`src/hw/rtl/tt800_pkg.sv`:
```
// Shared types and constants of the TT800 word generator.
// Used by the cell, feed, top, checker and testbench; depends on nothing.
`default_nettype none

package tt800_pkg;

    localparam int WORD_W = 32;

    typedef logic [WORD_W-1:0] word_t;

    localparam word_t SEED_MULT    = 32'd1812433253;
    localparam word_t TWIST_VECTOR = 32'h8ebfd028;
    localparam int    SEED_SHIFT   = 30;

    localparam logic MODE_SEED = 1'b0;
    localparam logic MODE_DRAW = 1'b1;

    typedef enum logic [1:0] {
        FEED_ROTATE,
        FEED_SEED,
        FEED_TWIST
    } feed_op_t;

    typedef struct packed {
        feed_op_t op;
        logic     first;
    } feed_ctrl_t;

endpackage

`default_nettype wire

```
`src/hw/rtl/tt800_cell.sv`:
```
// One cell of the state ring: a single 32-bit state word.
// Takes shift_in whenever shift_en is set; uses tt800_pkg.
`default_nettype none

module tt800_cell (
    input  wire logic           clk,
    input  wire logic           shift_en,
    input  wire tt800_pkg::word_t shift_in,
    output tt800_pkg::word_t    word
);

    tt800_pkg::word_t word_reg;

    always_ff @(posedge clk)
    begin
        if (shift_en)
        begin
            word_reg <= shift_in;
        end
    end

    assign word = word_reg;

endmodule

`default_nettype wire

```
`src/hw/rtl/tt800_feed.sv`:
```
// Tail feed of the state ring: seed recurrence, twist, or plain rotate.
// Uses tt800_pkg; drives the word entering the last cell.
`default_nettype none

module tt800_feed #(
    parameter int CNT_W = 5
) (
    input  wire tt800_pkg::feed_ctrl_t ctrl,
    input  wire logic [CNT_W-1:0]      step,
    input  wire tt800_pkg::word_t      seed_value,
    input  wire tt800_pkg::word_t      head_word,
    input  wire tt800_pkg::word_t      tap_word,
    input  wire tt800_pkg::word_t      tail_word,
    output tt800_pkg::word_t           feed_word
);

    tt800_pkg::word_t mixed;
    tt800_pkg::word_t seed_word;
    tt800_pkg::word_t twist_word;

    assign mixed      = tail_word ^ (tail_word >> tt800_pkg::SEED_SHIFT);
    assign seed_word  = tt800_pkg::word_t'(tt800_pkg::SEED_MULT * mixed)
                      + {{(tt800_pkg::WORD_W-CNT_W){1'b0}}, step};
    assign twist_word = tap_word ^ (head_word >> 1)
                      ^ (head_word[0] ? tt800_pkg::TWIST_VECTOR : '0);

    always_comb
    begin
        case (ctrl.op)
            tt800_pkg::FEED_SEED:  feed_word = ctrl.first ? seed_value : seed_word;
            tt800_pkg::FEED_TWIST: feed_word = twist_word;
            default:               feed_word = head_word;
        endcase
    end

endmodule

`default_nettype wire

```
`src/hw/rtl/tt800_random_word_generator_top.sv`:
```
// TT800 twisted GFSR word generator: ring of state cells plus sequencer.
// Depends on tt800_pkg, tt800_cell and tt800_feed.
//
// Command channel (cmd_valid, cmd_stall, mode, seed_value): mode 0 seeds,
// mode 1 draws one word. Word channel (word_valid, word_stall, random_word)
// returns one raw state word per draw; a seed returns nothing.
// The state sits in a ring of STATE_WORDS cells that shifts one word a cycle
// while shift_en is set. A seed loads its value into the ring at acceptance,
// then holds cmd_stall while the recurrence fills the rest, one multiply-add
// per cycle. A draw goes from idle to ST_DRAW, where it waits for a free
// output register and then loads its word into it. The first draw after a
// seed and every STATE_WORDS-th draw after that first run the twist, one
// word a cycle around the ring, in ST_TWIST before reaching ST_DRAW. The
// block handles one command at a time. The finished word sits in an output
// register, so a new command is taken while the previous word waits; a draw
// then holds in its final step until word_stall drops. Reset clears the
// sequencer and the output valid and puts a twist pending; the state words
// stay undefined until the first seed, which must come before any draw.
`default_nettype none

module tt800_random_word_generator_top #(
    parameter int STATE_WORDS = 25,
    parameter int TAP_OFFSET  = 7
) (
    input  wire logic             clk,
    input  wire logic             rst_n,
    input  wire logic             cmd_valid,
    output logic                  cmd_stall,
    input  wire logic             mode,
    input  wire tt800_pkg::word_t seed_value,
    output logic                  word_valid,
    input  wire logic             word_stall,
    output tt800_pkg::word_t      random_word
);

    localparam int CNT_W   = $clog2(STATE_WORDS);
    localparam int IDX_W   = $clog2(STATE_WORDS + 1);
    localparam int TAP_POS = TAP_OFFSET % STATE_WORDS;
    localparam logic [CNT_W-1:0] LAST_STEP = CNT_W'(STATE_WORDS - 1);
    localparam logic [IDX_W-1:0] IDX_FULL  = IDX_W'(STATE_WORDS);

    typedef enum logic [1:0] {
        ST_IDLE,
        ST_SEED,
        ST_TWIST,
        ST_DRAW
    } state_t;

    state_t                state_reg, state_next;
    logic [CNT_W-1:0]      step_reg, step_next;
    logic [IDX_W-1:0]      read_index_reg, read_index_next;
    logic                  word_valid_reg, word_valid_next;
    tt800_pkg::word_t      random_word_reg, random_word_next;

    logic                  cmd_acc;
    logic                  out_free;
    logic                  shift_en;
    tt800_pkg::feed_ctrl_t feed_ctrl;
    tt800_pkg::word_t      feed_word;
    tt800_pkg::word_t      cell_word [STATE_WORDS];

    genvar k;
    generate
        for (k = 0; k < STATE_WORDS; k++)
        begin : g_ring
            if (k == STATE_WORDS - 1)
            begin : g_tail
                tt800_cell u_cell (
                    .clk      (clk),
                    .shift_en (shift_en),
                    .shift_in (feed_word),
                    .word     (cell_word[k])
                );
            end
            else
            begin : g_body
                tt800_cell u_cell (
                    .clk      (clk),
                    .shift_en (shift_en),
                    .shift_in (cell_word[k+1]),
                    .word     (cell_word[k])
                );
            end
        end
    endgenerate

    tt800_feed #(
        .CNT_W (CNT_W)
    ) u_feed (
        .ctrl       (feed_ctrl),
        .step       (step_reg),
        .seed_value (seed_value),
        .head_word  (cell_word[0]),
        .tap_word   (cell_word[TAP_POS]),
        .tail_word  (cell_word[STATE_WORDS-1]),
        .feed_word  (feed_word)
    );

    assign cmd_stall = (state_reg != ST_IDLE);
    assign cmd_acc   = cmd_valid && !cmd_stall;
    assign out_free  = !word_valid_reg || !word_stall;

    always_comb
    begin
        state_next       = state_reg;
        step_next        = step_reg;
        read_index_next  = read_index_reg;
        word_valid_next  = word_valid_reg && word_stall;
        random_word_next = random_word_reg;
        shift_en         = 1'b0;
        feed_ctrl.op     = tt800_pkg::FEED_ROTATE;
        feed_ctrl.first  = 1'b0;
        case (state_reg)
            ST_IDLE:
            begin
                if (cmd_acc)
                begin
                    step_next = '0;
                    if (mode == tt800_pkg::MODE_SEED)
                    begin
                        shift_en        = 1'b1;
                        feed_ctrl.op    = tt800_pkg::FEED_SEED;
                        feed_ctrl.first = 1'b1;
                        step_next       = CNT_W'(1);
                        state_next      = ST_SEED;
                    end
                    else if (read_index_reg == IDX_FULL)
                    begin
                        state_next = ST_TWIST;
                    end
                    else
                    begin
                        state_next = ST_DRAW;
                    end
                end
            end
            ST_SEED:
            begin
                shift_en        = 1'b1;
                feed_ctrl.op    = tt800_pkg::FEED_SEED;
                step_next       = step_reg + 1'b1;
                if (step_reg == LAST_STEP)
                begin
                    read_index_next = IDX_FULL;
                    state_next      = ST_IDLE;
                end
            end
            ST_TWIST:
            begin
                shift_en     = 1'b1;
                feed_ctrl.op = tt800_pkg::FEED_TWIST;
                step_next    = step_reg + 1'b1;
                if (step_reg == LAST_STEP)
                begin
                    read_index_next = '0;
                    state_next      = ST_DRAW;
                end
            end
            ST_DRAW:
            begin
                if (out_free)
                begin
                    shift_en         = 1'b1;
                    random_word_next = cell_word[0];
                    word_valid_next  = 1'b1;
                    read_index_next  = read_index_reg + 1'b1;
                    state_next       = ST_IDLE;
                end
            end
            default:
            begin
                state_next = ST_IDLE;
            end
        endcase
    end

    always_ff @(posedge clk or negedge rst_n)
    begin
        if (!rst_n)
        begin
            state_reg      <= ST_IDLE;
            step_reg       <= '0;
            read_index_reg <= IDX_FULL;
            word_valid_reg <= 1'b0;
        end
        else
        begin
            state_reg      <= state_next;
            step_reg       <= step_next;
            read_index_reg <= read_index_next;
            word_valid_reg <= word_valid_next;
        end
    end

    always_ff @(posedge clk)
    begin
        random_word_reg <= random_word_next;
    end

    assign word_valid  = word_valid_reg;
    assign random_word = random_word_reg;

    a_word_from_draw: assert property (@(posedge clk) disable iff (!rst_n)
        $rose(word_valid_reg) |-> $past(state_reg == ST_DRAW))
        else $error("word valid raised outside the draw step");

    a_twist_resets_index: assert property (@(posedge clk) disable iff (!rst_n)
        (state_reg == ST_TWIST && step_reg == LAST_STEP) |=> read_index_reg == '0)
        else $error("read index not cleared after twist");

    a_seed_sets_full: assert property (@(posedge clk) disable iff (!rst_n)
        (state_reg == ST_SEED && step_reg == LAST_STEP) |=>
            (read_index_reg == IDX_FULL && state_reg == ST_IDLE))
        else $error("seed did not leave a twist pending");

    a_index_range: assert property (@(posedge clk) disable iff (!rst_n)
        read_index_reg <= IDX_FULL)
        else $error("read index beyond word count");

    a_draw_no_overwrite: assert property (@(posedge clk) disable iff (!rst_n)
        (word_valid_reg && word_stall) |=> (word_valid_reg && $stable(random_word_reg)))
        else $error("waiting word overwritten");

endmodule

`default_nettype wire

```
`config.mk`:
```
export PLATFORM = sky130hd
export DESIGN_NAME = tt800_random_word_generator_top
export DESIGN_NICKNAME = d
export VERILOG_FILES = /design/src/hw/rtl/tt800_pkg.sv /design/src/hw/rtl/tt800_cell.sv /design/src/hw/rtl/tt800_feed.sv /design/src/hw/rtl/tt800_random_word_generator_top.sv
export SDC_FILE = /design/constraint.sdc
export NUM_CORES = 1
export LEC_CHECK = 0
export BUFFER_PORTS_ARGS = -buffer_cell sky130_fd_sc_hd__buf_2
export CORE_AREA = 2 2 198 297
export DETAILED_ROUTE_END_ITERATION = 8
export DIE_AREA = 0 0 200 299
export PLACE_DENSITY = 0.79
export SETUP_SLACK_MARGIN = 0.4
export SLEW_MARGIN = 20
export SYNTH_ARGS = -nofsm -noshare
export SYNTH_HDL_FRONTEND = slang
export SYNTH_HIERARCHICAL = 1
export SYNTH_SLANG_ARGS = --single-unit
```
`constraint.sdc`:
```
create_clock -name clk -period 54.9 [get_ports clk]
set_input_delay 10.98 -clock clk [delete_from_list [all_inputs] [get_ports clk]]
set_output_delay 10.98 -clock clk [all_outputs]
set_load 0.005 [all_outputs]
```
Yosys cells after proc, flatten, opt, wreduce, memory -nomap -nowiden
Cells that the tools add are included.
{ "totals": {"register_bits": 845, "inputBits": 37, "elab_cells": 90} }
{ "classes": {"n_addsub": 3, "n_mul": 1, "n_eq_ne": 11, "muxes": 27, "bitwise": 3, "reduce_logical": 15} }
{ "op_table": {"columns": ["operator", "n"], "rows": [
  ["32-bit two-way mux", 2],
  ["32-bit case mux with 2 select lines", 1],
  ["32-bit by 5-bit adder with 32-bit output", 1],
  ["31-bit by 32-bit multiplier with 32-bit output, first input constant", 1],
  ["32-bit by 2-bit XOR with 32-bit output", 1],
  ["32-bit by 31-bit XOR with 32-bit output", 1],
  ["32-bit XOR", 1],
  ["5-bit two-way mux", 4],
  ["5-bit case mux with 3 select lines", 1],
  ["2-bit two-way mux", 7],
  ["5-bit by 1-bit adder with 5-bit output, second input constant", 2],
  ["5-bit == test, second input constant", 2],
  ["5-bit case mux with 2 select lines", 1],
  ["1-bit two-way mux", 8],
  ["2-bit != test, second input constant", 4],
  ["2-bit case mux with 4 select lines", 1],
  ["4-bit AND reduction", 2],
  ["2-bit == test, second input constant", 3],
  ["2-bit case mux with 3 select lines", 1],
  ["2-bit by 1-bit == test with 1-bit output, second input constant", 2],
  ["2-bit AND reduction", 2],
  ["2-bit nonzero test", 2],
  ["1-bit zero test", 3],
  ["1-bit case mux with 3 select lines", 1],
  ["other kinds (5)", 6]
]} }

Depth between registers and ports, before layout
Gate-level depths: netlist of the first run.
{ "depth": {"word_depth": 7, "mapped_depth": 25, "depth_no_buf": 25} }

Cells and area by module
Netlist of the first run, hierarchy kept.
{ "by_module_without_submodules": {"columns": ["mod", "instances", "cells_per_inst", "area_each_um2", "seq_area_each_um2"], "rows": [
  ["tt800_cell", 25, 32, 960.9, 960.9],
  ["tt800_feed", 1, 1047, 9636.7, 0.0],
  ["tt800_random_word_generator_top", 1, 144, 1953.1, 1290.0]
]} }

Worst setup path after synthesis of the first run
OpenSTA, ideal clock, no wires.
{ "synth_path": {"kind": "input -> register", "startpoint": "input port word_stall", "endpoint": "register g_ring[0].g_body.u_cell.word_reg[0], enable pin", "arrival_time_ps": 51073, "required_time_ps": 52662, "slack_ps": 1589, "stages": 3, "path_buffers": 0, "cell_sequence": "a21oi_1 -> nor3_1 -> a21oi_1"} }
{ "synth_via": {"elab_chain_cells": 4} }
{ "synth_lines": {"columns": ["element", "line_no", "text"], "rows": [
  ["start, declared", "tt800_random_word_generator_top.sv:32", "input wire logic word_stall,"],
  ["1-bit zero test", "tt800_random_word_generator_top.sv:101", "assign out_free = !word_valid_reg || !word_stall;"],
  ["1-bit logical OR", "tt800_random_word_generator_top.sv:101", null],
  ["1-bit two-way mux", "tt800_random_word_generator_top.sv:161", "if (out_free)"],
  ["1-bit case mux with 3 select lines", "tt800_random_word_generator_top.sv:113", "case (state_reg)"],
  ["via shift_en", "tt800_random_word_generator_top.sv:57", "logic shift_en;"],
  ["end signal, assigned", "tt800_cell.sv:18", "word_reg <= shift_in;"],
  ["end, declared", "tt800_cell.sv:12", "tt800_pkg::word_t word_reg;"]
]} }
The timed path passes the listed nets, and every way through them passes these cells.
A chain may end at the register's enable or synchronous reset.

Worst setup path after layout of the first run
{ "layout_path": {"startpoint": "input port word_stall", "endpoint": "register g_ring[1].g_body.u_cell.word_reg[28], enable pin"} }
{ "layout_via": {"elab_chain_cells": 4} }
{ "layout_lines": {"columns": ["element", "line_no"], "rows": [
  ["1-bit zero test", "tt800_random_word_generator_top.sv:101"],
  ["1-bit logical OR", "tt800_random_word_generator_top.sv:101"],
  ["1-bit two-way mux", "tt800_random_word_generator_top.sv:161"],
  ["1-bit case mux with 3 select lines", "tt800_random_word_generator_top.sv:113"],
  ["via shift_en", "tt800_random_word_generator_top.sv:57"],
  ["end signal, assigned", "tt800_cell.sv:18"],
  ["end, declared", "tt800_cell.sv:12"]
]} }
The timed path passes the listed nets, and every way through them passes these cells.

==> metrics.csv, run 1 <==
stage,metric,value,unit
synthesis,ys_seq_area_share,71.1,%
sta,fin_crit,14630,ps
synthesis,synthTopCellsByArea,"edfxtp_1 70%, ha_1 8.9%, fa_1 8.3%",
flow_run,maxCapViolCount,0,
routing,drt_iter0_drc,1448,
place,place_ws,39790,ps
sta,clock_skew,50.0,ps
cells_and_area,final_area,0.0394,mm²
run_status,status,"finished, final reports clean",
routing,routed_via_density,5.68,
synthesis,synth_commonest_cells,"832 x edfxtp_1, 267 x inv_1, 252 x ha_1, 148 x fa_1, 65 x xnor2_1",
synthesis,async_flop_share,1.54,%
sta,finalSetupViolations,0,
global_routing,grt_max_degree,233,
clocking,root_buffer,clkbuf_16,
cells_and_area,area_growth,10.5,%
synthesis,synth_ff_type,edfxtp_1,
synthesis,synth_edf_count,832,
clocking,cts.repair.resized,0,
global_routing,gr-usage-all-layers,23.3,%
floorplanning,pin_count,71,
clocking,cts_buffers,71,
critical_path,critPathArrivalTime,14900,ps
clocking,htree_levels,3,
sta,finalMaxSlewViolations,0,
place,dpl.hpwl,41600,µm
sta,setup_tns,0,ps
hold_path,hold_class,register to register,
place,routabilityCongestion,0.925,
clocking,post-cts-setup-buffer-count,0,
sta,setup_slack,40270,ps
synthesis,syn_inst,1991,
global_routing,antenna_found_initial,2,
floorplanning,rows,108,
place,io_buffer_count,70,
routing,vias,16748,
synthesis,ys_seq_elements,845,
routing,wirelength,66800,µm
clocking,clk_latency,650,ps
clocking,clkTransAtPathRegs,70,ps
synthesis,syn_area,0.0356,mm²
floorplanning,fp.dieW,200,µm
clocking,cts_buffer_depth,3,
sta,worst_slew_pin_slew,1040,ps
place,placed_area,0.0370,mm²
sta,relSlewSlack,30.7,%
floorplanning,core_area,0.0574,mm²
synthesis,synth_cell_types,76,
routing,drt_drc_violations_left,0,
sta,fmax,0.0683,GHz
synthesis,synth_warnings,6,
critical_path,crit_required,55170,ps
routing,drt_first_pass_iters,8,
critical_path,cp-end-kind,register,
global_routing,grt_overflow,0,
critical_path,setup.worst_path.end,g_ring[1].g_body.u_cell/word[28]$_DFFE_PP_,
cells_and_area,final_nets,2565,
floorplanning,die_area,0.0598,mm²
synthesis,syn_nets,2428,
clocking,cts_tree,done,
routing,postRouteAntennaNets,0,
critical_path,reg2reg_to,g_ring[24].g_tail.u_cell/word[29]$_DFFE_PP_,
clocking,clkSinkCount,845,
clocking,hold_buffers,0,
critical_path,r2r-start,g_ring[24].g_tail.u_cell/word[31]$_DFFE_PP_,
synthesis,syn_avg_cell_area,17.9,µm²
routing,routedWlPerCell,22.6,µm
synthesis,synth.most_common_cell,edfxtp_1,
critical_path,crit_type,primary input to register,
cells_and_area,fillers,3511,
global_routing,grt_pass1_wl,102000,µm
cells_and_area,post-route-util,68.5,%
cells_and_area,largest_reg_flops,768,
critical_path,critical_path.startpoint_type,primary input,
synthesis,synth_top_area_cell,edfxtp_1,
global_routing,grt_pass1_vias,17764,
critical_path,r2r_slack,47050,ps
floorplanning,fp.dieH,299,µm
sta,hold_viol_final,0,
floorplanning,initial_core_util,62.0,%
sta,rsz0062_at_grt,false,
cells_and_area,drive_gt1_share,10.1,%
critical_path,r2r_cells,26,
critical_path,crit_fanout,118,
synthesis,netlist.area_leader.share,70.2,%
critical_path,cp-startpoint,word_stall,
sta,fin_crit_sh,26.7,%
==> worst max-delay path: stages <==
cell and delay, ps:
buf_2 120, a21oi_4 810, nor3_1 170, a21oi_4 180, buf_4 570, buf_4 860, buf_12 560, buf_16 480
==> cell families after synthesis <==
logic type | after synthesis | share of synthesized area (%)
adders and majority gates | 400 | 17.2
DFF | 845 | 71.1
AOI/OAI and AO/OA | 190 | 3.73
buffers and inverters | 292 | 3.08
muxes | 14 | 0.418
xor gates and xnor gates | 98 | 2.41
and+or+nand+nor | 152 | 2.11
==> worst min-delay path by stage <==
| stage | end | cells after the start | from | slack, ps |
|---|---|---|---|---|
| 2_1_floorplan | g_ring[0].g_body.u_cell/word[0]$_DFFE_PP_ | 0 | g_ring[1].g_body.u_cell/word[0]$_DFFE_PP_ | 400 |
| 3_3_place_gp | g_ring[15].g_body.u_cell/word[29]$_DFFE_PP_ | 0 | g_ring[16].g_body.u_cell/word[29]$_DFFE_PP_ | 400 |
| 3_5_place_dp | g_ring[0].g_body.u_cell/word[15]$_DFFE_PP_ | 0 | g_ring[1].g_body.u_cell/word[15]$_DFFE_PP_ | 400 |
| 4_1_cts | g_ring[1].g_body.u_cell/word[0]$_DFFE_PP_ | 0 | g_ring[2].g_body.u_cell/word[0]$_DFFE_PP_ | 390 |
| 5_1_grt | g_ring[9].g_body.u_cell/word[2]$_DFFE_PP_ | 0 | g_ring[10].g_body.u_cell/word[2]$_DFFE_PP_ | 400 |
| 6_report | g_ring[1].g_body.u_cell/word[0]$_DFFE_PP_ | 0 | g_ring[2].g_body.u_cell/word[0]$_DFFE_PP_ | 390 |
==> layout make-up <==
| class | count | area [µm²] | area share [%] |
|---|---|---|---|
| clock inverter | 43 | 468 | 1.19 |
| timing repair buffer | 89 | 542 | 1.38 |
| multi-input combinational | 854 | 9230 | 23.4 |
| sequential | 845 | 25300 | 64.3 |
| clock buffer | 82 | 1850 | 4.70 |
| inverter | 267 | 1000 | 2.55 |
| antenna | 1 | 2.50 | 0.00636 |
| tap | 770 | 963 | 2.45 |
==> placed cells by master, fill, tap and decap left out, drive strengths merged, types with 5 or more instances in the layout <==
master	Yosys	routed
mux2i	10	10
or2	6	6
inv	267	271
nand3	17	17
clkinv	0	32
nor3	15	15
and2	6	6
xnor2	65	65
a22oi	15	15
a21o	14	14
a21oi	47	47
dfrtp	10	10
clkbuf	23	82
xor2	33	33
nand2b	7	7
nor2	31	31
o21ai	48	48
nand2	50	50
edfxtp	832	832
bufinv	0	5
a221oi	10	10
o31ai	5	5
a211oi	7	7
buf	2	89
ha	252	252
fa	148	148
==> per-stage QoR <==
stage,cells,hold WS [ps]
floorplan,1991,400
global placement,2824,400
detailed placement,2824,405
CTS,2949,391
global route,2951,398
finish,2951,387
==> layer usage <==
metal / global-route usage, % / share of wire [%] / up-vias
met5: 0 / 0 / -
met1: 29.6 / 38 / 8389
met2: 39.4 / 51 / 696
met3: 4.06 / 6.3 / 175
li1: - / - / 7488
met4: 10.3 / 4.2 / 0
Power of run 1 is not shown: default switching activity piles up to over one toggle a cycle in this logic, so the estimate is an artifact.
==> run 2: changes to the inputs <==
==> constraint.sdc (replaced) <==
create_clock -name clk -period 15 [get_ports clk]
set_input_delay 3 -clock clk [delete_from_list [all_inputs] [get_ports clk]]
set_output_delay 3 -clock clk [all_outputs]
set_load 0.005 [all_outputs]
==> metrics.csv, run 2 (synthesis gave the netlist of run 1 again) <==
stage,metric,value,unit
cells_and_area,largest_reg_flops,768,
routing,routed_via_density,5.66,
sta,fin_crit,7780,ps
hold_path,holdPathStages,0,
sta,fin_crit_sh,51.9,%
place,io_buffer_count,70,
cells_and_area,area_growth,11.0,%
global_routing,grt_pass1_vias,17481,
cells_and_area,fillers,3538,
routing,wirelength,67900,µm
place,routabilityCongestion,0.897,
critical_path,cp-end-kind,register,
clocking,clkTransAtPathRegs,70,ps
sta,setup_slack,7220,ps
place,dp_cells,2821,
global_routing,grt_max_degree,217,
cells_and_area,final_area,0.0395,mm²
cells_and_area,final_cell_mix,"832 x edfxtp_1, 266 x inv_1, 251 x ha_1, 148 x fa_1, 76 x clkbuf_16",
clocking,root_buffer,clkbuf_16,
hold_path,hold_class,register to register,
cells_and_area,final_nets,2564,
flow_run,maxCapViolCount,0,
sta,finalMaxSlewViolations,0,
sta,finalSetupViolations,0,
clocking,clkSinkCount,845,
clocking,htree_levels,3,
global_routing,gr-usage-all-layers,23.5,%
sta,fmax,0.129,GHz
clocking,cts_buffers,74,
place,placed_area,0.0370,mm²
routing,vias,16737,
critical_path,crit_type,register to register,
floorplanning,rows,108,
routing,postRouteAntennaNets,0,
routing,routedWlPerCell,23.0,µm
sta,clock_skew,26.9,ps
sta,rsz0062_at_grt,false,
clocking,hold_buffers,0,
critical_path,critPathArrivalTime,8090,ps
floorplanning,fp.dieW,200,µm
floorplanning,die_area,0.0598,mm²
critical_path,crit_required,15320,ps
global_routing,antenna_found_initial,4,
floorplanning,fp.dieH,299,µm
place,place_ws,7400,ps
routing,drt_drc_violations_left,0,
clocking,cts.repair.resized,0,
clocking,cts_tree,done,
global_routing,grt_pass1_wl,101000,µm
global_routing,grt_overflow,0,
critical_path,r2r_cells,25,
cells_and_area,layout_commonest_cell,edfxtp_1,
critical_path,critical_path.startpoint_type,register,
floorplanning,pin_count,71,
critical_path,crit_fanout,9,
routing,drt_iter0_drc,1378,
sta,hold_viol_final,0,
floorplanning,initial_core_util,62.0,%
clocking,clk_latency,630,ps
clocking,post-cts-setup-buffer-count,0,
sta,relSlewSlack,23.7,%
cells_and_area,post-route-util,68.8,%
run_status,status,"finished, final reports clean",
place,dpl.hpwl,43300,µm
floorplanning,core_area,0.0574,mm²
cells_and_area,drive_gt1_share,10.3,%
routing,drt_first_pass_iters,8,
clocking,cts_buffer_depth,3,
cells_and_area,finalNonFillerCells,2956,
sta,worst_slew_pin_slew,1140,ps
[run 2: critical path, cell delays in order, from the launching register on]
cell,delay [ps]
edfxtp_1,520
xor2_1,820
xor2_1,370
ha_1,300
or2_2,300
ha_1,270
inv_1,50
fa_1,480
inv_1,40
ha_1,180
fa_1,460
fa_1,500
fa_1,500
inv_1,50
fa_1,470
inv_1,40
ha_1,360
a21o_1,220
a31oi_1,200
o221ai_1,190
a21o_1,200
a31o_2,240
nand3_1,100
a21boi_0,80
o311ai_0,320
o211ai_1,200
[run 2: per-layer routing]
metal / GRT usage (%) / part of all wire [%]
met1: 29.3 / 39
met2: 39.9 / 51
met3: 4.20 / 5.5
met4: 11.1 / 4.8
met5: 0 / 0.041
[run 2: final timing paths]
| kind | startpoint | endpoint | slack [ps] |
|---|---|---|---|
| max in group asynchronous | rst_n | read_index_reg[3]$_DFFE_PN1P_ | 12440 |
| hold / removal | g_ring[13].g_body.u_cell/word[10]$_DFFE_PP_ | g_ring[12].g_body.u_cell/word[10]$_DFFE_PP_ | 400 |
| hold reg to reg | g_ring[13].g_body.u_cell/word[10]$_DFFE_PP_ | g_ring[12].g_body.u_cell/word[10]$_DFFE_PP_ | 400 |
| setup reg to reg | g_ring[24].g_tail.u_cell/word[31]$_DFFE_PP_ | g_ring[24].g_tail.u_cell/word[29]$_DFFE_PP_ | 7220 |
| setup / recovery | g_ring[24].g_tail.u_cell/word[31]$_DFFE_PP_ | g_ring[24].g_tail.u_cell/word[29]$_DFFE_PP_ | 7220 |
| min in group asynchronous | rst_n | step_reg[4]$_DFFE_PN0P_ | 2280 |
[run 2: area by class of cell]
| class | instances | area [µm²] | area share (%) |
|---|---|---|---|
| timing repair buffer | 85 | 492 | 1.24 |
| clock inverter | 46 | 584 | 1.48 |
| tap | 770 | 963 | 2.44 |
| sequential | 845 | 25300 | 64.0 |
| clock buffer | 88 | 1950 | 4.92 |
| inverter | 267 | 1000 | 2.53 |
| multi-input combinational | 854 | 9230 | 23.4 |
| antenna | 1 | 2.50 | 0.00633 |
[run 2: through the flow]
step	hold WS (ps)	setup TNS, ps
finish	395	0
global route	406	0
CTS	404	0
detailed placement	405	0
global placement	400	0
floorplan	400	-1818840
Power of run 2 is left out for the same reason.
==> run 3: changes to the inputs <==
==> constraint.sdc (replaced) <==
create_clock -name clk -period 7.8 [get_ports clk]
set_input_delay 1.56 -clock clk [delete_from_list [all_inputs] [get_ports clk]]
set_output_delay 1.56 -clock clk [all_outputs]
set_load 0.005 [all_outputs]
==> metrics.csv, run 3 (synthesis gave the netlist of run 1 again) <==
stage,metric,value,unit
run_status,status,"finished, final reports clean",
sta,relSlewSlack,30.8,%
global_routing,gr-usage-all-layers,24.9,%
critical_path,critical_path.startpoint_type,register,
cells_and_area,final_cell_mix,"832 x edfxtp_1, 266 x inv_1, 251 x ha_1, 148 x fa_1, 77 x clkbuf_16",
clocking,post-cts-setup-buffer-count,0,
critical_path,crit_type,register to register,
routing,routed_via_density,5.69,
cells_and_area,area_growth,11.4,%
global_routing,grt_overflow,0,
sta,fmax,0.141,GHz
critical_path,cp-end-kind,register,
critical_path,critPathMaxStageDelay,710,ps
clocking,cts.repair.resized,0,
floorplanning,initial_core_util,62.0,%
routing,drt_drc_violations_left,0,
critical_path,worst_path_dominant_cell_family,adder cells,
cells_and_area,final_nets,2575,
cells_and_area,drive_gt1_share,10.8,%
global_routing,grt_pass1_vias,17630,
sta,hold_viol_final,0,
critical_path,slowest_stage,edfxtp_1,
routing,vias,16870,
place,routabilityCongestion,0.873,
flow_run,maxCapViolCount,0,
sta,clock_skew,25.1,ps
floorplanning,rows,108,
floorplanning,fp.dieW,200,µm
cells_and_area,layout_commonest_cell,edfxtp_1,
global_routing,grt_util_met2,43.0,%
sta,fin_hold_ws,400,ps
critical_path,path_buf_inv,6,
sta,fin_crit,7080,ps
routing,drt_first_pass_iters,6,
critical_path,crit_required,8140,ps
global_routing,use_met1,32.0,%
critical_path,critPathArrivalTime,7420,ps
global_routing,grt_pass1_wl,107000,µm
clocking,clk_latency,630,ps
clocking,root_buffer,clkbuf_16,
floorplanning,die_area,0.0598,mm²
clocking,cts_tree,done,
routing,routedWlPerCell,24.1,µm
clocking,cts_buffer_depth,3,
sta,rsz0062_at_grt,false,
cells_and_area,largest_reg_flops,768,
sta,finalMaxSlewViolations,0,
clocking,hold_buffers,0,
clocking,clkSinkCount,845,
clocking,cts_buffers,75,
clocking,htree_levels,3,
floorplanning,core_area,0.0574,mm²
clocking,clkTransAtPathRegs,70,ps
sta,fin_crit_sh,90.8,%
sta,setup_tns,0,ps
global_routing,busiest_layer,met2,
place,io_buffer_count,70,
global_routing,use_met3,4.16,%
global_routing,grt_max_degree,182,
hold_path,hold_class,register to register,
place,dpl.hpwl,46500,µm
critical_path,worstPathCellList,ha_1 > ha_1 > fa_1 > inv_1 > fa_1 > inv_1 > fa_1 > inv_1 > fa_1 > inv_1 > fa_1 > inv_1 > fa_1 > inv_1 > ha_1 > a21o_1 > a31oi_1 > o221ai_1 > a21o_1 > a31o_2 > nand3_1 > a21boi_0 > o311ai_0 > o211ai_1,
floorplanning,fp.dieH,299,µm
cells_and_area,fillers,3564,
routing,wirelength,71500,µm
sta,worst_slew_pin_slew,1040,ps
floorplanning,pin_count,71,
routing,postRouteAntennaNets,0,
routing,drt_iter0_drc,1580,
global_routing,antenna_found_initial,1,
sta,finalSetupViolations,0,
critical_path,crit_fanout,11,
cells_and_area,antenna_cells,0,
-- run 3: path summary, 6_finish.rpt --
| check | startpoint | to | slack [ps] | depth (start not counted) |
|---|---|---|---|---|
| setup / recovery | g_ring[24].g_tail.u_cell/word[11]$_DFFE_PP_ | g_ring[24].g_tail.u_cell/word[29]$_DFFE_PP_ | 720 | 24 |
| hold / removal | g_ring[21].g_body.u_cell/word[5]$_DFFE_PP_ | g_ring[20].g_body.u_cell/word[5]$_DFFE_PP_ | 400 | 0 |
| max in group asynchronous | rst_n | read_index_reg[0]$_DFFE_PN1P_ | 6680 | 1 |
| setup reg to reg | g_ring[24].g_tail.u_cell/word[11]$_DFFE_PP_ | g_ring[24].g_tail.u_cell/word[29]$_DFFE_PP_ | 720 | 24 |
| hold reg to reg | g_ring[21].g_body.u_cell/word[5]$_DFFE_PP_ | g_ring[20].g_body.u_cell/word[5]$_DFFE_PP_ | 400 | 0 |
| min in group asynchronous | rst_n | read_index_reg[1]$_DFFE_PN0P_ | 830 | 1 |
-- run 3: metrics by stage --
stage / instance area, µm² / setup WS, ps / util (%) / cells
after global placement: 37100 / 882 / 64.6 / 2830
after detailed placement: 37100 / 722 / 64.6 / 2830
after global routing: 39700 / 524 / 69.1 / 2966
final: 39700 / 717 / 69.1 / 2966
after floorplan: 35600 / -8030 / - / 1991
after CTS: 39600 / 759 / 69.0 / 2965
-- run 3: worst reg2reg max path: cells and delay by family, from the launching register on --
family                   cells  cell delay, ps
flip-flops                   1             710
AND/OR/NAND/NOR              1              90
buffers and inverters        6             350
AO/OA/AOI/OAI                8            1840
adder cells (fa/ha/maj)      9            3830
-- run 3: layout make-up --
type	instances	area (µm²)	area share, %
inverter	267	1000	2.53
tap	770	963	2.43
sequential	845	25300	63.8
clock buffer	81	1940	4.90
timing repair buffer	95	621	1.56
multi-input combinational	854	9230	23.3
clock inverter	54	588	1.48
-- run 3: routing by layer --
metal	vias up	wire, µm	part of all wire, %
met4	2	2240	3.1
met5	-	10	0.014
met1	8565	27800	39
met3	145	3950	5.5
li1	7517	-	-
met2	641	37500	52
Power of run 3 is left out for the same reason.
